**config.mk**
```make
export PLATFORM = sky130hd
export DESIGN_NAME = i2c_bus_recovery_sequencer_core_flat
export DESIGN_NICKNAME = d
export VERILOG_FILES = /design/src/design/i2cbr_pkg.sv /design/src/design/i2cbr_if.sv /design/src/design/i2cbr_cfg_regs.sv /design/src/design/i2cbr_seq.sv /design/src/design/i2c_bus_recovery_sequencer_core.sv /design/src/flat_wrapper.sv
export SDC_FILE = /design/constraint.sdc
export NUM_CORES = 1
export LEC_CHECK = 0
export BUFFER_PORTS_ARGS = -buffer_cell sky130_fd_sc_hd__buf_2
export CORE_MARGIN = 4
export CORE_UTILIZATION = 49
export DETAILED_ROUTE_END_ITERATION = 7
export PLACE_DENSITY = 0.69
export SETUP_SLACK_MARGIN = 0.05
export SLEW_MARGIN = 20
export SYNTH_ARGS = -nofsm -noshare
export SYNTH_HDL_FRONTEND = slang
export SYNTH_SLANG_ARGS = --single-unit
export TNS_END_PERCENT = 1
```
**constraint.sdc**
```tcl
create_clock -name clk -period 3.4 [get_ports clk]
set_input_delay 0.68 -clock clk [delete_from_list [all_inputs] [get_ports clk]]
set_output_delay 0.68 -clock clk [all_outputs]
set_load 0.005 [all_outputs]
```
**src/design/i2cbr_pkg.sv**
```systemverilog
// i2c bus recovery sequencer package: register indexes, status codes,
// reset values and the configuration struct shared by all design files
// no dependencies
package i2cbr_pkg;

	localparam int unsigned TIMER_BITS_DEF = 24;

	localparam int unsigned CFG_IDX_W  = 8;
	localparam int unsigned CFG_DATA_W = 32;

	localparam logic [CFG_IDX_W-1:0] REG_SETTLE  = CFG_IDX_W'(0);
	localparam logic [CFG_IDX_W-1:0] REG_HALF    = CFG_IDX_W'(1);
	localparam logic [CFG_IDX_W-1:0] REG_STRETCH = CFG_IDX_W'(2);
	localparam logic [CFG_IDX_W-1:0] REG_PULSES  = CFG_IDX_W'(3);

	localparam logic [23:0] SETTLE_RST  = 24'd2500000;
	localparam logic [15:0] HALF_RST    = 16'd10;
	localparam logic [23:0] STRETCH_RST = 24'd2000000;
	localparam logic [7:0]  PULSES_RST  = 8'd20;

	typedef logic [1:0] status_t;
	localparam status_t ST_CLEARED   = 2'd0;
	localparam status_t ST_SCL_LOW   = 2'd1;
	localparam status_t ST_STRETCH   = 2'd2;
	localparam status_t ST_SDA_STUCK = 2'd3;

	typedef struct packed {
		logic [23:0] settle_ticks;
		logic [15:0] half_period_ticks;
		logic [23:0] stretch_limit_ticks;
		logic [7:0]  max_pulses;
	} cfg_t;

endpackage

```
**src/design/i2cbr_if.sv**
```systemverilog
// channel interfaces of the i2c bus recovery sequencer: tick items,
// result items and configuration writes
// depends on i2cbr_pkg
interface i2cbr_req_if;
	logic valid;
	logic ready;
	logic start_req;
	logic sda_line;
	logic scl_line;
	modport source (output valid, start_req, sda_line, scl_line, input ready);
	modport sink (input valid, start_req, sda_line, scl_line, output ready);
endinterface

interface i2cbr_rsp_if;
	logic valid;
	logic ready;
	logic scl_pull_low;
	logic sda_pull_low;
	logic busy_res;
	logic done_res;
	logic [1:0] status;
	modport source (output valid, scl_pull_low, sda_pull_low, busy_res, done_res, status,
		input ready);
	modport sink (input valid, scl_pull_low, sda_pull_low, busy_res, done_res, status,
		output ready);
endinterface

interface i2cbr_cfg_if;
	logic valid;
	logic ready;
	logic [i2cbr_pkg::CFG_IDX_W-1:0] index;
	logic [i2cbr_pkg::CFG_DATA_W-1:0] data;
	modport source (output valid, index, data, input ready);
	modport sink (input valid, index, data, output ready);
endinterface

```
**src/design/i2cbr_cfg_regs.sv**
```systemverilog
// configuration register file of the i2c bus recovery sequencer
// depends on i2cbr_pkg and i2cbr_if
module i2cbr_cfg_regs (
	input  logic               clk,
	input  logic               arst_n,
	i2cbr_cfg_if.sink          cfg,
	output i2cbr_pkg::cfg_t    regs
);
	import i2cbr_pkg::*;

	cfg_t regs_q;

	assign cfg.ready = 1'b1;
	assign regs = regs_q;

	always_ff @(posedge clk or negedge arst_n) begin
		if (!arst_n) begin
			regs_q.settle_ticks        <= SETTLE_RST;
			regs_q.half_period_ticks   <= HALF_RST;
			regs_q.stretch_limit_ticks <= STRETCH_RST;
			regs_q.max_pulses          <= PULSES_RST;
		end else if (cfg.valid && cfg.ready) begin
			case (cfg.index)
				REG_SETTLE:  regs_q.settle_ticks        <= cfg.data[23:0];
				REG_HALF:    regs_q.half_period_ticks   <= cfg.data[15:0];
				REG_STRETCH: regs_q.stretch_limit_ticks <= cfg.data[23:0];
				REG_PULSES:  regs_q.max_pulses          <= cfg.data[7:0];
				default: ;
			endcase
		end
	end

endmodule

```
**src/design/i2cbr_seq.sv**
```systemverilog
// bus-clear state machine with its result register, one tick item per cycle while results are taken
// depends on i2cbr_pkg and i2cbr_if
module i2cbr_seq #(
	parameter int unsigned TIMER_BITS = i2cbr_pkg::TIMER_BITS_DEF
) (
	input  logic            clk,
	input  logic            arst_n,
	input  i2cbr_pkg::cfg_t regs,
	i2cbr_req_if.sink       req,
	i2cbr_rsp_if.source     rsp
);
	import i2cbr_pkg::*;

	typedef enum logic [3:0] {
		PH_IDLE       = 4'd0,
		PH_SETTLE     = 4'd1,
		PH_PULSE_LOW  = 4'd2,
		PH_PULSE_HIGH = 4'd3,
		PH_STRETCH    = 4'd4,
		PH_START_LOW  = 4'd5,
		PH_STOP_HIGH  = 4'd6
	} phase_t;

	localparam logic [31:0] TMAX = 32'hFFFF_FFFF >> (32 - TIMER_BITS);

	function automatic logic [TIMER_BITS-1:0] clip(input logic [31:0] v);
		logic [TIMER_BITS-1:0] r;
		if (v > TMAX) r = TMAX[TIMER_BITS-1:0];
		else r = v[TIMER_BITS-1:0];
		return r;
	endfunction

	phase_t                ph_q, ph_d, dec_ph;
	logic [TIMER_BITS-1:0] tmr_q, tmr_d, dec_tmr, tmr_dec;
	logic [TIMER_BITS-1:0] settle_c, half_c, stretch_c;
	logic [7:0]            pl_q, pl_d, pl_src, dec_pl;
	status_t               st_q, st_d, dec_st;
	logic                  done_d, dec_done, tmr_zero;
	logic                  accept;
	logic                  out_valid_q;
	logic                  scl_pull_q, sda_pull_q, busy_q, done_q;
	status_t               status_q;

	assign accept   = req.valid && req.ready;
	assign req.ready = !out_valid_q || rsp.ready;

	assign settle_c  = clip(32'(regs.settle_ticks));
	assign half_c    = clip(32'(regs.half_period_ticks));
	assign stretch_c = clip(32'(regs.stretch_limit_ticks));
	assign tmr_zero  = (tmr_q == '0);
	assign tmr_dec   = tmr_q - 1'b1;
	assign pl_src    = (ph_q == PH_SETTLE) ? regs.max_pulses : pl_q;

	// sda check after the scl line is known free
	always_comb begin
		dec_ph   = ph_q;
		dec_tmr  = tmr_q;
		dec_pl   = pl_src;
		dec_st   = st_q;
		dec_done = 1'b0;
		if (!req.sda_line) begin
			if (pl_src != 8'd0) begin
				dec_pl  = pl_src - 8'd1;
				dec_ph  = PH_PULSE_LOW;
				dec_tmr = half_c;
			end else begin
				dec_ph   = PH_IDLE;
				dec_tmr  = '0;
				dec_st   = ST_SDA_STUCK;
				dec_done = 1'b1;
			end
		end else begin
			dec_ph  = PH_START_LOW;
			dec_tmr = half_c;
		end
	end

	always_comb begin
		ph_d   = ph_q;
		tmr_d  = tmr_q;
		pl_d   = pl_q;
		st_d   = st_q;
		done_d = 1'b0;
		case (ph_q)
			PH_IDLE: begin
				if (req.start_req) begin
					ph_d  = PH_SETTLE;
					tmr_d = settle_c;
				end
			end
			PH_SETTLE: begin
				if (!tmr_zero) begin
					tmr_d = tmr_dec;
				end else if (!req.scl_line) begin
					ph_d   = PH_IDLE;
					tmr_d  = '0;
					st_d   = ST_SCL_LOW;
					done_d = 1'b1;
				end else begin
					ph_d = dec_ph; tmr_d = dec_tmr; pl_d = dec_pl;
					st_d = dec_st; done_d = dec_done;
				end
			end
			PH_PULSE_LOW, PH_START_LOW: begin
				if (!tmr_zero) begin
					tmr_d = tmr_dec;
				end else begin
					ph_d  = (ph_q == PH_PULSE_LOW) ? PH_PULSE_HIGH : PH_STOP_HIGH;
					tmr_d = half_c;
				end
			end
			PH_PULSE_HIGH: begin
				if (!tmr_zero) begin
					tmr_d = tmr_dec;
				end else if (req.scl_line) begin
					ph_d = dec_ph; tmr_d = dec_tmr; pl_d = dec_pl;
					st_d = dec_st; done_d = dec_done;
				end else begin
					ph_d  = PH_STRETCH;
					tmr_d = stretch_c;
				end
			end
			PH_STRETCH: begin
				if (req.scl_line) begin
					ph_d = dec_ph; tmr_d = dec_tmr; pl_d = dec_pl;
					st_d = dec_st; done_d = dec_done;
				end else if (tmr_zero) begin
					ph_d   = PH_IDLE;
					tmr_d  = '0;
					st_d   = ST_STRETCH;
					done_d = 1'b1;
				end else begin
					tmr_d = tmr_dec;
				end
			end
			PH_STOP_HIGH: begin
				if (!tmr_zero) begin
					tmr_d = tmr_dec;
				end else begin
					ph_d   = PH_IDLE;
					tmr_d  = '0;
					st_d   = ST_CLEARED;
					done_d = 1'b1;
				end
			end
			default: begin
				ph_d  = PH_IDLE;
				tmr_d = '0;
			end
		endcase
	end

	always_ff @(posedge clk or negedge arst_n) begin
		if (!arst_n) begin
			ph_q        <= PH_IDLE;
			tmr_q       <= '0;
			pl_q        <= '0;
			st_q        <= ST_CLEARED;
			out_valid_q <= 1'b0;
			scl_pull_q  <= 1'b0;
			sda_pull_q  <= 1'b0;
			busy_q      <= 1'b0;
			done_q      <= 1'b0;
			status_q    <= ST_CLEARED;
		end else begin
			if (accept) begin
				ph_q        <= ph_d;
				tmr_q       <= tmr_d;
				pl_q        <= pl_d;
				st_q        <= st_d;
				out_valid_q <= 1'b1;
				scl_pull_q  <= (ph_d == PH_PULSE_LOW);
				sda_pull_q  <= (ph_d == PH_START_LOW);
				busy_q      <= (ph_d != PH_IDLE);
				done_q      <= done_d;
				status_q    <= st_d;
			end else if (rsp.ready) begin
				out_valid_q <= 1'b0;
			end
		end
	end

	assign rsp.valid        = out_valid_q;
	assign rsp.scl_pull_low = scl_pull_q;
	assign rsp.sda_pull_low = sda_pull_q;
	assign rsp.busy_res     = busy_q;
	assign rsp.done_res     = done_q;
	assign rsp.status       = status_q;

	a_done_not_busy: assert property (@(posedge clk) disable iff (!arst_n)
		(out_valid_q && done_q) |-> !busy_q)
		else $error("done item reports busy");

	a_pulls_exclusive: assert property (@(posedge clk) disable iff (!arst_n)
		out_valid_q |-> !(scl_pull_q && sda_pull_q))
		else $error("both lines pulled low");

	a_start_enters_settle: assert property (@(posedge clk) disable iff (!arst_n)
		(accept && ph_q == PH_IDLE && req.start_req) |=> (ph_q == PH_SETTLE && busy_q))
		else $error("start not taken from idle");

	a_pulses_bounded: assert property (@(posedge clk) disable iff (!arst_n)
		(ph_q == PH_PULSE_LOW || ph_q == PH_PULSE_HIGH || ph_q == PH_STRETCH)
		|-> (pl_q < regs.max_pulses))
		else $error("pulse count out of range");

endmodule

```
**src/design/i2c_bus_recovery_sequencer_core.sv**
```systemverilog
// i2c bus-clear recovery sequencer, top level
// result: a tick item's result is registered and offered in the cycle after it is accepted
// throughput: one tick item per cycle while results are taken; the result register frees as its item is taken
// reset: arst_n asynchronous, idle phase, status 0, registers at their defaults
// depends on i2cbr_pkg, i2cbr_if, i2cbr_cfg_regs and i2cbr_seq
module i2c_bus_recovery_sequencer_core #(
	parameter int unsigned TIMER_BITS = i2cbr_pkg::TIMER_BITS_DEF
) (
	input  logic        clk,
	input  logic        arst_n,
	i2cbr_req_if.sink   req,
	i2cbr_rsp_if.source rsp,
	i2cbr_cfg_if.sink   cfg
);
	import i2cbr_pkg::*;

	cfg_t regs;

	i2cbr_cfg_regs u_cfg (
		.clk    (clk),
		.arst_n (arst_n),
		.cfg    (cfg),
		.regs   (regs)
	);

	i2cbr_seq #(
		.TIMER_BITS (TIMER_BITS)
	) u_seq (
		.clk    (clk),
		.arst_n (arst_n),
		.regs   (regs),
		.req    (req),
		.rsp    (rsp)
	);

endmodule

```
**src/flat_wrapper.sv**
```systemverilog
// flat-port wrapper written by rule: the top's interface ports become plain ports
module i2c_bus_recovery_sequencer_core_flat import i2cbr_pkg::*;
#(
	parameter int unsigned TIMER_BITS = i2cbr_pkg::TIMER_BITS_DEF
)
  (clk, arst_n, req_valid, req_start_req, req_sda_line, req_scl_line, req_ready, rsp_valid, rsp_scl_pull_low, rsp_sda_pull_low, rsp_busy_res, rsp_done_res, rsp_status, rsp_ready, cfg_valid, cfg_index, cfg_data, cfg_ready);
  i2cbr_req_if req_i ();
  i2cbr_rsp_if rsp_i ();
  i2cbr_cfg_if cfg_i ();
  input  logic clk;
  input  logic arst_n;
  input wire logic [$bits(req_i.valid)-1:0] req_valid;
  input wire logic [$bits(req_i.start_req)-1:0] req_start_req;
  input wire logic [$bits(req_i.sda_line)-1:0] req_sda_line;
  input wire logic [$bits(req_i.scl_line)-1:0] req_scl_line;
  output wire logic [$bits(req_i.ready)-1:0] req_ready;
  output wire logic [$bits(rsp_i.valid)-1:0] rsp_valid;
  output wire logic [$bits(rsp_i.scl_pull_low)-1:0] rsp_scl_pull_low;
  output wire logic [$bits(rsp_i.sda_pull_low)-1:0] rsp_sda_pull_low;
  output wire logic [$bits(rsp_i.busy_res)-1:0] rsp_busy_res;
  output wire logic [$bits(rsp_i.done_res)-1:0] rsp_done_res;
  output wire logic [$bits(rsp_i.status)-1:0] rsp_status;
  input wire logic [$bits(rsp_i.ready)-1:0] rsp_ready;
  input wire logic [$bits(cfg_i.valid)-1:0] cfg_valid;
  input wire logic [$bits(cfg_i.index)-1:0] cfg_index;
  input wire logic [$bits(cfg_i.data)-1:0] cfg_data;
  output wire logic [$bits(cfg_i.ready)-1:0] cfg_ready;
  assign req_i.valid = req_valid;
  assign req_i.start_req = req_start_req;
  assign req_i.sda_line = req_sda_line;
  assign req_i.scl_line = req_scl_line;
  assign req_ready = req_i.ready;
  assign rsp_valid = rsp_i.valid;
  assign rsp_scl_pull_low = rsp_i.scl_pull_low;
  assign rsp_sda_pull_low = rsp_i.sda_pull_low;
  assign rsp_busy_res = rsp_i.busy_res;
  assign rsp_done_res = rsp_i.done_res;
  assign rsp_status = rsp_i.status;
  assign rsp_i.ready = rsp_ready;
  assign cfg_i.valid = cfg_valid;
  assign cfg_i.index = cfg_index;
  assign cfg_i.data = cfg_data;
  assign cfg_ready = cfg_i.ready;
  i2c_bus_recovery_sequencer_core #(.TIMER_BITS(TIMER_BITS)) u_core (.clk(clk), .arst_n(arst_n), .req(req_i), .rsp(rsp_i), .cfg(cfg_i));
endmodule
```
# Word level (Yosys, flattened, before mapping)

Cells that the tools add are included.

Logic and storage cells: 103
Flip-flop bits (word level): 115

Reduce and logical (&&, ||, !) cells: 20
Equal/unequal tests: 18
Muxes and demuxes: 50
Add/subtract/negate cells: 2

Operators with widths:

| kind                                               | number |
|---|---|
| 2-to-1 mux 24 bit                                  | 9 |
| one-hot mux 24 bit (6 select lines)                | 1 |
| 2-to-1 mux 8 bit                                   | 5 |
| 2-to-1 mux 4 bit                                   | 9 |
| zero test 24 bit                                   | 1 |
| one-hot mux 4 bit (6 select lines)                 | 1 |
| subtractor 24 x 1 -> 24 bit, second input constant | 1 |
| 2-to-1 mux 2 bit                                   | 10 |
| == test 4 x 3 -> 1 bit, second input constant      | 4 |
| == test 8 x 2 -> 1 bit, second input constant      | 2 |
| 2-to-1 mux 16 bit                                  | 1 |
| one-hot mux 8 bit (2 select lines)                 | 1 |
| == test 4 x 2 -> 1 bit, second input constant      | 3 |
| 2-to-1 mux 1 bit                                   | 10 |
| inequality test 2 bit, second input constant       | 5 |
| AND reduction 2 bit                                | 5 |
| == test 8 x 1 -> 1 bit, second input constant      | 1 |
| zero test 8 bit                                    | 1 |
| one-hot mux 2 bit (4 select lines)                 | 1 |
| nonzero test 4 bit                                 | 2 |
| nonzero test 8 bit                                 | 1 |
| subtractor 8 x 1 -> 8 bit, second input constant   | 1 |
| AND reduction 7 bit                                | 1 |
| == test 4 x 1 -> 1 bit, second input constant      | 1 |
| other kinds (11)                                   | 13 |

# Depth between registers and ports, before layout

Gate-level depths: netlist of run 1.

Word-level depth: 9
Mapped depth: 12

# Hierarchy

A second synthesis of run 1 with hierarchy kept.

Cells, all modules: 646
Area total of the unflattened synthesis: 6676.4 um^2

By module, submodules not included:

| module         | instances | cells each | area an instance (um^2) |
|---|---|---|---|
| i2cbr_seq      | 1         | 488        | 3796.1 |
| i2cbr_cfg_regs | 1         | 158        | 2880.3 |

# Least setup slack after synthesis of run 1

No wires, ideal clock.

Path type: register to register
Start point: register u_core.u_seq.ph_q[3]
End point: register u_core.u_seq.tmr_q[2]
Slack: 0.037 ns
Cell stages (with the launch flop): 13
Required time: 3.278 ns
Path buffers: 3
Period minus slack after synthesis: 3.363 ns
Data arrival time: 3.241 ns
Library setup time: 0.122 ns
Cells stage by stage: dfrtp_1 -> buf_2 -> nor4b_4 -> clkbuf_1 -> mux2i_1 -> ha_1 -> nor2b_1 -> nand4_1 -> and3b_1 -> buf_2 -> a22o_1 -> a311o_1 -> a32o_1

Word-level cells in the longest chain between the ends: 8
Elaborated cells on any way between the ends: 20

Ends and longest elaborated chain:

| element                                     | RTL line                          | text |
|---|---|---|
| start, declared                             | i2cbr_seq.sv:33                   | `phase_t ph_q, ph_d, dec_ph;` |
| start signal, assigned                      | i2cbr_seq.sv:167                  | `ph_q <= ph_d;` |
| == test 4 x 1 -> 1 bit                      | i2cbr_seq.sv:52, i2cbr_seq.sv:84  |  |
| 2-to-1 mux 8 bit                            | i2cbr_seq.sv:52                   | `assign pl_src = (ph_q == PH_SETTLE) ? regs.max_pulses : pl_q;` |
| nonzero test 8 bit                          | i2cbr_seq.sv:62                   | `if (pl_src != 8'd0) begin` |
| 2-to-1 mux 16 bit                           | i2cbr_seq.sv:62                   |  |
| 2-to-1 mux 24 bit                           | i2cbr_seq.sv:61                   | `if (!req.sda_line) begin` |
| 2-to-1 mux 24 bit, on equally long branches | i2cbr_seq.sv:115, i2cbr_seq.sv:94 |  |
| 2-to-1 mux 24 bit, on equally long branches | i2cbr_seq.sv:113, i2cbr_seq.sv:92 |  |
| one-hot mux 24 bit (6 select lines)         | i2cbr_seq.sv:84                   | `case (ph_q)` |
| end signal, assigned                        | i2cbr_seq.sv:168                  | `tmr_q <= tmr_d;` |
| end, declared                               | i2cbr_seq.sv:34                   | `logic [TIMER_BITS-1:0] tmr_q, tmr_d, dec_tmr, tmr_dec;` |

Parallel ways exist; a longest one is shown, timed or not.
A chain may end at the register's enable or synchronous reset.

# Worst setup path after layout of run 1

Start point: register u_core.u_seq.ph_q[1]
End point: register u_core.u_seq.tmr_q[2]

The elaborated chain is that of the path after synthesis.

==> results.md, run 1 <==
Status:
- The flow ran to the end, and the final reports show no timing, DRC or antenna violations.

Die:
- The I/O pin total is 57.
- The die footprint is between 15,000 and 20,000 um^2.
- The horizontal die dimension is between 100 and 150 um.
- The initial utilization of the core area, before any placement, comes to 50.05%.
- The vertical die dimension is approximately 120 um.
- In this run the core area contains 42 standard-cell rows.
- The core area is 13,240 um^2.

STA:
- Measured against its own limit, the worst slew margin works out to between 40% and 50%.
- The sum of negative setup slack is 0 ps.
- The number of pins with negative max-slew slack in the final report was 0.
- The count of endpoints failing setup in the final report is 0.
- At the pin with the least slew margin, the transition time is between 800 and 900 ps.
- The number of endpoints with negative hold slack in the final report was 0.
- The routed design could run at a clock period as short as 3202 ps.
- The final clock skew is approximately 26 ps.
- Setup repair after global routing left no endpoint under its margin.
- The fraction of the cycle the final worst path needs is a little over nine tenths.
- The timing-limited maximum frequency is ~310 MHz.
- Final hold analysis gives a worst-case slack of about 320 ps.

Layout:
- The final standard cell utilization of the core is 58.31%.
- The antenna diode count is 0.
- The total number of nets in the final design is roughly 770.
- From synthesis to final layout, the design area changed by 16.52%.
- Of the cells placed in the final design, the portion with a size suffix greater than 1 is a little under a third.
- Once layout is complete, the cells apart from fillers number 904.
- The number of filler cells placed in the layout is between 1k and 1.5k.

Worst setup path:
- The required time of the critical path is between 3000 and 4000 ps.
- The logic depth of the worst setup path including buffers is 9.
- The kind of start point of the critical path is a flip-flop.
- The family with the most delay on the worst path is simple AND/OR/NAND/NOR gates.
- The critical path in this run is classified as reg -> reg.
- The arrival time of the worst setup path is 3520 ps.
- The worst setup path is captured at a flip-flop.
- The worst-case reg-to-reg path depth is 9.
- The critical-path cell with the highest stage delay is sky130_fd_sc_hd__or4b_1.
- In this design, the stage delay of the slowest critical-path cell is around 600 ps.
- The launch point of the worst reg-to-reg path is u_core.u_seq.ph_q[1].
- The terminus of the critical flop-to-flop path is u_core.u_seq.tmr_q[2].
- Counting both buffers and inverters, the worst setup path holds a total of 0.
- Along the worst path, the maximum fanout reaches 5.
- Across all register-to-register paths, the minimum setup slack is between 150 and 200 ps.
- The signal on the critical path passes through or4b_1 > mux2i_1 > ha_1 > nor3b_1 > nand4_2 > a31oi_1 > nand2_1 > a311o_1 > a32o_1.

Routing:
- The total via count in the routed design is 5,716.
- The final layout contains routed wiring with a total length of 18.16 mm.
- Dividing the detail-routed wire length by the instance count gives 20.09 um.
- The first detailed-routing pass took 5 iterations.
- In the routed design, unresolved DRC markers number 0.
- Dividing the detail-routed via count by the number of cells gives between 6 and 7.
- The DRC marker count from the first detailed-route iteration is 484.
- The number of antenna-violating nets in the routed design is 0.

Clock network:
- The clock passes through at most 2 buffers.
- The H-tree was split into 4 levels.
- The number of clock buffers added by TritonCTS is 17.
- Clock tree synthesis selected as its root buffer the cell sky130_fd_sc_hd__clkbuf_16.
- The clock reaches the later pin of the worst-skew pair after roughly 430 ps.
- The number of setup buffers added after CTS is 0.
- Counting every sink on the clock net gives 115.
- For this design, the CTS-stage hold fixing added 0 buffers.
- The post-cts sizing count is 0.
- After clock tree synthesis, the clock-pin slew on the worst setup and hold paths is 50 ps.
- TritonCTS built the clock tree.

Run:
- The tool flagged a number of max-cap violations equal to 0.

Synthesis:
- The mean instance size in the synthesized netlist is 10.10 um^2.
- In this run, synthesis produced a sequential element count of between 100 and 150.
- Yosys mapped a number of flops with a built-in enable equal to 0.
- The number of different library cells in the post-synthesis netlist is 78.
- Of the synthesized area, sequential elements account for ~44%.
- The combined area of all synthesized cells is between 6000 and 7000 um^2.
- The number of nets handed over by synthesis was a little over 700.
- For this run, the number of Yosys warnings is 0.
- The number of cells produced by synthesis is between 600 and 700.
- The fraction of synthesis flops using an asynchronous set or reset pin is between 90% and 100%.
- In the synthesized netlist the dominant register cell turns out to be sky130_fd_sc_hd__dfrtp_1.

GRT:
- The global-route congestion overflow total is 0.
- The wire length of the first global-routing pass is about 30 mm.
- The via count of the first global-routing pass came to between 5k and 6k.
- The initial antenna violation count came to 0.
- The combined global-route utilization of all metal layers is 23.97%.
- The maximum number of pins on one net before global-route repair is 63.

Placement:
- The post-DP HPWL is ~13 mm.
- In this run the tool buffered the top-level ports with 47 buffer cells.
- The congestion estimate from routability-driven global placement came to 0.9105.
- Once placement completed, the tool counted placed cells totaling between 800 and 900.

Power:
- Summed over all cells, the static leakage comes to between 3 and 4 nW.
- VDD sags by at most just over 400 uV.
- Power spread over the standard cell area amounts to about 740 nW/um^2.
- Summing internal, switching and leakage power gives around 0.0057 W.

Worst hold path:
- The path class of the tightest hold or removal check is in -> async.
-- how the worst max path moves through the flow --
| stage | from | end | slack (ps) |
|---|---|---|---|
| finish | u_core.u_seq.ph_q[1] | u_core.u_seq.tmr_q[2] | 200 |
| global route | u_core.u_seq.ph_q[3] | u_core.u_seq.tmr_q[2] | 60 |
| CTS | u_core.u_seq.ph_q[1] | u_core.u_seq.tmr_q[2] | 180 |
| detailed placement | u_core.u_seq.ph_q[1] | u_core.u_seq.tmr_q[2] | 210 |
| global placement | u_core.u_seq.ph_q[1] | u_core.u_seq.tmr_q[2] | 320 |
| floorplan | u_core.u_seq.ph_q[3] | u_core.u_seq.tmr_q[2] | 100 |
-- layout make-up --
class                           instances  area (um^2)  area share [%]
Multi-Input combinational cell        493         3533           45.76
Sequential cell                       115         2902           37.57
Timing Repair Buffer                   80        498.0           6.448
Clock buffer                           20        446.7           5.784
Tap cell                              176        220.2           2.852
Clock inverter                         11        88.84           1.150
Inverter                                9        33.78          0.4375
-- cell families (layout without fill, tap and decap cells) --
| kind of cell | after synthesis | in the layout | synth area share (%) |
|---|---|---|---|
| simple gates | 206 | 206 | 17.29 |
| compound gates | 185 | 185 | 19.20 |
| flops | 115 | 115 | 43.78 |
| mux | 83 | 83 | 13.99 |
| buf+inv | 48 | 120 | 3.134 |
| xor+xnor | 15 | 15 | 1.982 |
| fa+ha+maj | 3 | 3 | 0.5664 |
| other cells | 1 | 1 | 0.05658 |
-- stage by stage --
stage,setup slack (ps),area [um^2]
floorplan,104.3,6629
global placement,318.0,7187
detailed placement,211.7,7187
CTS,184.7,7722
global route,57.26,7722
finish,197.7,7722
-- where the power goes --
part | internal [W] | total [W] | switching (W)
combinational | 0.000891 | 0.00226 | 0.00137
clock | 0.00101 | 0.00163 | 0.000626
sequential | 0.00158 | 0.00182 | 0.000235
total | 0.00348 | 0.00571 | 0.00223
-- placed cells by master, fill, tap and decap left out, types with 5 or more instances in the layout --
cell / count
sky130_fd_sc_hd__nor2_1: 30
sky130_fd_sc_hd__nand4_1: 8
sky130_fd_sc_hd__mux2i_1: 6
sky130_fd_sc_hd__nor3b_1: 6
sky130_fd_sc_hd__dfrtp_1: 96
sky130_fd_sc_hd__nor3_1: 17
sky130_fd_sc_hd__and2_1: 6
sky130_fd_sc_hd__a221oi_1: 9
sky130_fd_sc_hd__or4_1: 5
sky130_fd_sc_hd__clkinv_2: 7
sky130_fd_sc_hd__a21oi_1: 34
sky130_fd_sc_hd__a31oi_1: 8
sky130_fd_sc_hd__nand2_1: 67
sky130_fd_sc_hd__xor2_1: 6
sky130_fd_sc_hd__a22o_1: 6
sky130_fd_sc_hd__xnor2_1: 9
sky130_fd_sc_hd__buf_4: 33
sky130_fd_sc_hd__nand3_1: 15
sky130_fd_sc_hd__a22oi_1: 12
sky130_fd_sc_hd__mux2_2: 77
sky130_fd_sc_hd__o21ai_0: 51
sky130_fd_sc_hd__o211ai_1: 6
sky130_fd_sc_hd__buf_2: 46
sky130_fd_sc_hd__nand3b_1: 5
sky130_fd_sc_hd__clkbuf_16: 17
sky130_fd_sc_hd__dfstp_2: 19
sky130_fd_sc_hd__nor4_1: 10
sky130_fd_sc_hd__inv_1: 9
-- layer usage --
| metal | GRT usage, % | share of wire (%) | up-vias |
|---|---|---|---|
| met5 | 0 | 0 | - |
| met4 | 9.671 | 2.1 | 0 |
| met3 | 5.274 | 6.3 | 31 |
| met2 | 38.39 | 48 | 192 |
| met1 | 31.69 | 43 | 2877 |
| li1 | - | - | 2616 |
-- Yosys cell counts (5+ instances only) --
cell / count / area, um^2
sky130_fd_sc_hd__nor3_1: 17 / 85.08
sky130_fd_sc_hd__a221oi_1: 9 / 78.83
sky130_fd_sc_hd__nand3_1: 15 / 75.07
sky130_fd_sc_hd__inv_1: 9 / 33.78
sky130_fd_sc_hd__a22o_1: 6 / 52.55
sky130_fd_sc_hd__a22oi_1: 12 / 90.09
sky130_fd_sc_hd__nor4_1: 10 / 62.56
sky130_fd_sc_hd__a31oi_1: 8 / 50.05
sky130_fd_sc_hd__xor2_1: 6 / 52.55
sky130_fd_sc_hd__a21oi_1: 34 / 170.2
sky130_fd_sc_hd__or4_1: 5 / 37.54
sky130_fd_sc_hd__nor3b_1: 6 / 45.04
sky130_fd_sc_hd__o211ai_1: 6 / 45.04
sky130_fd_sc_hd__buf_2: 13 / 65.06
sky130_fd_sc_hd__mux2_2: 77 / 867.1
sky130_fd_sc_hd__dfrtp_1: 96 / 2402
sky130_fd_sc_hd__and2_1: 6 / 37.54
sky130_fd_sc_hd__clkbuf_1: 22 / 82.58
sky130_fd_sc_hd__nand3b_1: 5 / 37.54
sky130_fd_sc_hd__xnor2_1: 9 / 78.83
sky130_fd_sc_hd__mux2i_1: 6 / 60.06
sky130_fd_sc_hd__nand2_1: 67 / 251.5
sky130_fd_sc_hd__o21ai_0: 51 / 255.2
sky130_fd_sc_hd__dfstp_2: 19 / 499.2
sky130_fd_sc_hd__nor2_1: 30 / 112.6
sky130_fd_sc_hd__nand4_1: 8 / 50.05
-- sequential cells by signal, indices dropped and copies added, names as in the netlist --
signal	count
u_core.u_cfg.regs	72
u_core.u_seq.tmr_q	24
u_core.u_seq.pl_q	8
u_core.u_seq.ph_q	4
u_core.u_seq.rsp.status	2
u_core.u_seq.rsp.busy_res	1
u_core.u_seq.rsp.done_res	1
u_core.u_seq.rsp.scl_pull_low	1
u_core.u_seq.rsp.sda_pull_low	1
u_core.u_seq.rsp.valid	1
Power figures use the tool's default switching activity.
==> inputs of run 2 (changes only) <==
==> constraint.sdc (replaced) <==
create_clock -name clk -period 3.4 [get_ports clk]
set_input_delay 0.34 -clock clk [delete_from_list [all_inputs] [get_ports clk]]
set_output_delay 0.34 -clock clk [all_outputs]
set_load 0.005 [all_outputs]
==> results.md, run 2 (synthesized netlist as in run 1, its figures left out) <==
Power:
- The leakage dissipation is 3.449 nW (+0.81%).
- The total power draw is 0.006088 W (+6.6%).
- The largest vdd supply drop is 374.9 uV (-8.5%).
- The power per cell area is 778.9 nW/um^2 (+5.3%).

Clock network:
- The maximum buffer depth of the clock tree is 2 (unchanged).
- The total number of clock tree sinks was 115 (unchanged).
- The clock slew seen by the registers of the worst setup and hold paths is 60 ps (about the same).
- The CTS H-tree depth came to 4 (unchanged).
- The clock latency at the later pin of the worst-skew pair is 420 ps (about the same).
- The post-CTS setup repair buffer count is 0 (unchanged).
- The CTS tree is yes.
- The cell at the root of the clock tree is sky130_fd_sc_hd__clkbuf_16.
- The total clock buffers created by CTS is 17 (unchanged).

Die:
- The die footprint was 15,450 um^2 (unchanged).
- The number of placement rows is 42 (unchanged).
- The horizontal die dimension came to 124.3 um (unchanged).
- The core area is 13,240 um^2 (unchanged).
- The effective utilization at floorplan is 50.05% (unchanged).
- The I/O pin total is 57 (unchanged).
- The vertical die dimension came to 124.3 um (unchanged).

Worst setup path:
- The worst setup path is launched from a flip-flop.
- The slowest stage of the critical path belongs to the cell sky130_fd_sc_hd__or4b_1.
- The required time of the critical path is 3700 ps (-20 ps).
- STA classifies the critical path endpoint as a flip-flop.
- The family with the most delay on the worst path is simple AND/OR/NAND/NOR gates.
- The signal on the critical path passes through or4b_1 > mux2i_1 > ha_1 > nor2b_1 > nand4_1 > and3b_1 > a22o_1 > a311o_1 > a32o_1.
- The peak fanout along the critical path was 7 (+2).
- The critical path's largest stage delay is 580 ps (-20 ps).
- The critical path buffer and inverter count is 0 (unchanged).
- The worst setup path is of the reg -> reg kind.
- The arrival time of the worst setup path came to 3460 ps (-60 ps).

STA:
- The fraction of the cycle the final worst path needs is 92.79% (-1.4 points).
- The max-slew headroom at the worst pin came to 35.04% (-7.1 points).
- The final worst hold slack is 86.49 ps (-233.0 ps).
- The sum of negative setup slack is 0 ps (unchanged).
- The number of pins with negative max-slew slack in the final report was 0 (unchanged).
- The timing-limited maximum frequency is 317.0 MHz (+1.5%).
- The minimum clock period after layout was 3155 ps (-47.39 ps).
- The final clock skew is 9.174 ps (-17.17 ps).
- The count of endpoints failing setup in the final report is 0 (unchanged).
- The number of endpoints with negative hold slack in the final report is 0 (unchanged).
- The worst-margin pin slew was 974.4 ps (+110.1 ps).
- Setup repair after global routing left no endpoint under its margin.

Routing:
- The DRC violation count after routing is 0 (unchanged).
- The sum of routed wire length over all layers came to 18.08 mm (-0.46%).
- The ratio of routed vias to standard cells was 6.352 (+0.46%).
- The number of antenna-violating nets in the routed design is 0 (unchanged).
- The detailed-routing iteration count for the pre-antenna-repair pass is 5 (unchanged).
- The average wire length per cell after detail routing was 20.02 um (-0.35%).
- The DRC marker count from the first detailed-route iteration is 458 (-5.4%).
- The total via count in the routed design is 5,736 (+0.35%).

Layout:
- The ratio of cells with drive above 1 in the final layout is 31.36% (+0.18 points).
- The most common library cell in the layout ignoring fill and taps is sky130_fd_sc_hd__dfrtp_1.
- The number of filler cells placed in the layout is 1,136 (-4.5%).
- The area growth from synthesis to layout is 17.93%.
- The antenna diode count is 0 (unchanged).
- The number of flip-flops under the largest register name is 72 (unchanged).
- The final standard cell utilization of the core is 59.02% (+0.71 points).
- The total number of nets in the final design is 765 (-0.26%).
- The final design area excluding fillers was 7816 um^2 (+1.2%).
- Leaving out fill and tap cells, the most frequent cells in the layout are sky130_fd_sc_hd__dfrtp_1 (96), sky130_fd_sc_hd__mux2_2 (77), sky130_fd_sc_hd__nand2_1 (67).

GRT:
- The via count of the first global-routing pass came to 5,767 (-0.069%).
- The combined global-route utilization of all metal layers is 23.41% (-0.57 points).
- The maximum number of pins on one net before global-route repair came to 77 (+22%).
- The initial antenna violation count came to 0 (unchanged).
- The global-route congestion overflow total is 0 (unchanged).
- The wire length of the first global-routing pass is 29.52 mm (-1.5%).

Placement:
- The cell area reported after detailed placement came to 7159 um^2 (-0.38%).
- The post-DP HPWL is 12.41 mm (-2.1%).
- The count of input and output buffers is 47 (unchanged).
- The placer's final routability congestion estimate is 0.8957 (-1.6%).

Run:
- The number of maximum-capacitance violations is 0 (unchanged).

Worst hold path:
- The path type of the worst min-delay path is in -> async.

Status:
- The run finished with clean final reports.
run 2: stage by stage:
stage          instances  setup WS, ps
2_1_floorplan        656         104.3
3_3_place_gp         871         326.4
3_5_place_dp         871         255.5
4_1_cts              903         229.9
5_1_grt              903         80.63
6_report             903         245.1
run 2: worst register-to-register path, delay by kind of cell, from the launching register on:
family,cells,cell delay (ps)
AOI/OAI and AO/OA,3,740
adders and majority gates,1,260
DFF,1,370
muxes,1,260
and+or+nand+nor,4,1400
run 2: what timing repair did:
item,4_1_cts,5_1_grt
endpoints found under the setup margin,0,1
endpoints found under the hold margin,0,0
gates resized for setup,0,1
hold buffers,0,0
run 2: final cells by class:
type                            count  area, um^2  area share (%)
Clock buffer                       19       442.9           5.667
Clock inverter                     13       207.7           2.657
Inverter                            9       33.78          0.4322
Multi-Input combinational cell    493        3540           45.29
Sequential cell                   115        2902           37.12
Tap cell                          176       220.2           2.817
Timing Repair Buffer               78       470.5           6.019
run 2: report_power, final:
group	switching [W]	total [W]	internal, W
Clock	0.000652	0.00197	0.00132
Sequential	0.000243	0.00182	0.00158
Combinational	0.00140	0.00229	0.000898
run 2: worst paths after layout:
check / from / endpoint / slack, ps / cells past startpoint
setup / recovery: u_core.u_seq.ph_q[1] / u_core.u_seq.tmr_q[2] / 250 / 9
hold reg to reg: u_core.u_seq.rsp.busy_res / u_core.u_seq.rsp.busy_res / 490 / 2
hold / removal: arst_n / u_core.u_seq.ph_q[2] / 90 / 1
max in group asynchronous: arst_n / u_core.u_cfg.regs[53] / 2360 / 2
min in group clk: cfg_data[22] / u_core.u_cfg.regs[30] / 160 / 2
setup reg to reg: u_core.u_seq.ph_q[1] / u_core.u_seq.tmr_q[2] / 250 / 9
run 2: routing by layer:
layer  track usage (%)  wire, um  share of wire, %  vias up
met4             9.091       465               2.6        0
li1                  -         -                 -     2615
met2             37.75      8821                49      226
met3             5.017      1150               6.4       43
met5                 0         0                 0        -
met1             30.92      7639                42     2852
==> inputs of run 3 (changes only) <==
Settings changed: CORE_UTILIZATION 49 to 54, PLACE_DENSITY 0.69 to 0.76.
==> results.md, run 3 (synthesized netlist as in run 1, its figures left out) <==
Status:
- The flow ran to the end, but the final reports show violations.
- The final reports fail on negative hold slack.

Power:
- The switching power summed over all nets is 0.002232 W (-2.7%).
- The largest vdd supply drop is 432.5 uV (+15%).
- The leakage dissipation is 3.433 nW (-0.46%).
- The relative contribution of the clock network to total power is 30.5% (-1.8 points).
- The power per cell area is 763.0 nW/um^2 (-2.0%).
- The switching share of total power is 37.85% (+0.20 points).
- The logic gate share of total power is 38.6% (+0.9 points).
- The sequential group share of total power is 30.9% (+0.9 points).
- The internal power of the cells was 0.003664 W (-3.5%).

Clock network:
- TritonCTS built the clock tree.
- The maximum buffer depth of the clock tree is 2 (unchanged).
- The number of hold-repair buffers added at the cts stage is 0 (unchanged).
- The post-CTS setup repair buffer count is 0 (unchanged).
- The total clock buffers created by CTS is 17 (unchanged).
- The post-cts sizing count was 0 (unchanged).
- The clock slew seen by the registers of the worst setup and hold paths is 50 ps (about the same).
- The CTS H-tree depth came to 4 (unchanged).
- The total number of clock tree sinks came to 115 (unchanged).
- Clock tree synthesis selected as its root buffer the cell sky130_fd_sc_hd__clkbuf_16.
- The clock latency at the later pin of the worst-skew pair is 420 ps (about the same).

GRT:
- The initial antenna violation count is 0 (unchanged).
- The wire length of the first global-routing pass was 28.88 mm (-2.2%).
- The via count of the first global-routing pass is 5,700 (-1.2%).
- The global-route congestion overflow total came to 0 (unchanged).
- The maximum number of pins on one net before global-route repair was 116 (+51%).
- The combined global-route utilization of all metal layers is 25.49% (+2.1 points).

STA:
- The timing-limited maximum frequency is 320.9 MHz (+1.2%).
- The number of endpoints with negative hold slack in the final report is 17 (+17).
- The worst-margin pin slew was 803.0 ps (-171.4 ps).
- The fraction of the cycle the final worst path needs is 91.65% (-1.1 points).
- The count of endpoints failing setup in the final report is 0 (unchanged).
- Setup repair after global routing left no endpoint under its margin.
- The final worst hold slack is -42.29 ps (-128.8 ps).
- The minimum clock period after layout was 3116 ps (-38.76 ps).
- The sum of negative setup slack came to 0 ps (unchanged).
- The number of pins with negative max-slew slack in the final report came to 0 (unchanged).
- The max-slew headroom at the worst pin is 46.23% (+11 points).
- The final clock skew came to 11.50 ps (+2.326 ps).

Die:
- The horizontal die dimension was 118.8 um (-4.4%).
- The I/O pin total came to 57 (unchanged).
- The core area is 12,010 um^2 (-9.3%).
- The die footprint was 14,110 um^2 (-8.7%).
- The number of placement rows is 40 (-4.8%).
- The vertical die dimension is 118.8 um (-4.4%).
- The effective utilization at floorplan was 55.18% (+5.1 points).

Run:
- The number of maximum-capacitance violations is 0 (unchanged).

Routing:
- The ratio of routed vias to standard cells is 6.496 (+2.3%).
- The sum of routed wire length over all layers came to 17.35 mm (-4.0%).
- The DRC violation count after routing is 0 (unchanged).
- The average wire length per cell after detail routing came to 19.88 um (-0.71%).
- The total via count in the routed design is 5,671 (-1.1%).
- The DRC marker count from the first detailed-route iteration is 607 (+33%).
- The number of antenna-violating nets in the routed design is 0 (unchanged).
- The detailed-routing iteration count for the pre-antenna-repair pass is 5 (unchanged).

Layout:
- The most common library cell in the layout ignoring fill and taps is sky130_fd_sc_hd__dfrtp_1.
- The ratio of cells with drive above 1 in the final layout is 30.72% (-0.65 points).
- The number of filler cells placed in the layout is 987 (-13%).
- The total number of nets in the final design is 764 (-0.13%).
- The library cells used most frequently in the layout, excluding fill and tap cells, are sky130_fd_sc_hd__dfrtp_1 (96), sky130_fd_sc_hd__mux2_2 (77), sky130_fd_sc_hd__nand2_1 (67).
- The number of flip-flops under the largest register name is 72 (unchanged).
- The antenna diode count was 0 (unchanged).
- From synthesis to final layout, the design area changed by 16.58%.
- The final standard cell utilization of the core is 64.32% (+5.3 points).

Worst setup path:
- STA classifies the critical path endpoint as a flip-flop.
- The worst setup path is launched from a flip-flop.
- The peak fanout along the critical path is 5 (-2).
- The required time of the critical path came to 3710 ps (about the same).
- The arrival time of the worst setup path is 3420 ps (-40 ps).
- The critical path class is reg -> reg.

Placement:
- The post-DP HPWL is 11.80 mm (-4.9%).
- The placer's final routability congestion estimate came to 0.9257 (+3.3%).
- The count of input and output buffers is 47 (unchanged).

Worst hold path:
- The tightest min-delay check is of the in -> async type.
## run 3: cell count changes in the layout (fill, tap and decap cells not counted), sizes merged
cell	delta
clkinv	+1
clkinvlp	-3
buf	-1
clkbuf	+4
bufinv	-2
## run 3: power by group through the flow
| stage | Sequential, W | Combinational, W | Clock [W] |
|---|---|---|---|
| floorplan | 0.00177 | 0.00158 | 0 |
| CTS | 0.00181 | 0.00224 | 0.00183 |
| finish | 0.00182 | 0.00227 | 0.00180 |
| detailed placement | 0.00183 | 0.00222 | 0 |
| global route | 0.00185 | 0.00249 | 0.00190 |
| global placement | 0.00182 | 0.00216 | 0 |
## run 3: layer usage
| layer | GRT usage, % | vias up | share of wire (%) |
|---|---|---|---|
| met4 | 9.631 | 0 | 1.9 |
| met3 | 5.742 | 25 | 6.6 |
| met5 | 0 | - | 0 |
| li1 | - | 2597 | - |
| met2 | 40.39 | 210 | 48 |
| met1 | 34.20 | 2839 | 43 |
## run 3: worst paths after layout
kind / start / to / slack [ps] / cells past startpoint
worst max-delay path: u_core.u_seq.ph_q[1] / u_core.u_seq.tmr_q[2] / 280 / 9
worst min-delay path: arst_n / u_core.u_seq.ph_q[0] / -40 / 2
worst max register to register: u_core.u_seq.ph_q[1] / u_core.u_seq.tmr_q[2] / 280 / 9
worst min register to register: u_core.u_seq.rsp.busy_res / u_core.u_seq.rsp.busy_res / 490 / 2
max in group asynchronous: arst_n / u_core.u_seq.tmr_q[9] / 2910 / 2
min in group clk: cfg_data[21] / u_core.u_cfg.regs[29] / 170 / 2
## run 3: area by class of cell
cell class	count	area (um^2)	share of cell area, %
timing repair buffer	77	475.5	6.154
inverter	9	33.78	0.4372
clock inverter	9	130.1	1.684
tap	147	183.9	2.381
sequential	115	2902	37.55
multi-input combinational	493	3533	45.73
clock buffer	23	467.9	6.057
## run 3: through the flow
| stage | std cells | power (W) | setup slack, ps | area (um^2) | hold slack (ps) |
|---|---|---|---|---|---|
| after floorplan | 656 | 0.003350 | 104.3 | 6629 | 44.41 |
| after global placement | 841 | 0.003983 | 353.4 | 7128 | 471.3 |
| after detailed placement | 841 | 0.004054 | 293.3 | 7128 | 479.2 |
| after CTS | 873 | 0.005884 | 282.6 | 7726 | 29.70 |
| after global routing | 873 | 0.006237 | 122.9 | 7726 | 23.25 |
| final | 873 | 0.005895 | 283.9 | 7726 | -42.29 |
## run 3: worst max-delay path, stage by stage (launching register included)
cell                      delay (ps)
sky130_fd_sc_hd__dfrtp_1         370
sky130_fd_sc_hd__or4b_1          580
sky130_fd_sc_hd__mux2i_1         260
sky130_fd_sc_hd__ha_1            250
sky130_fd_sc_hd__nor3b_1         250
sky130_fd_sc_hd__nand4_2         180
sky130_fd_sc_hd__a31oi_1         310
sky130_fd_sc_hd__nand2_1         220
sky130_fd_sc_hd__a311o_1         360
sky130_fd_sc_hd__a32o_1          240
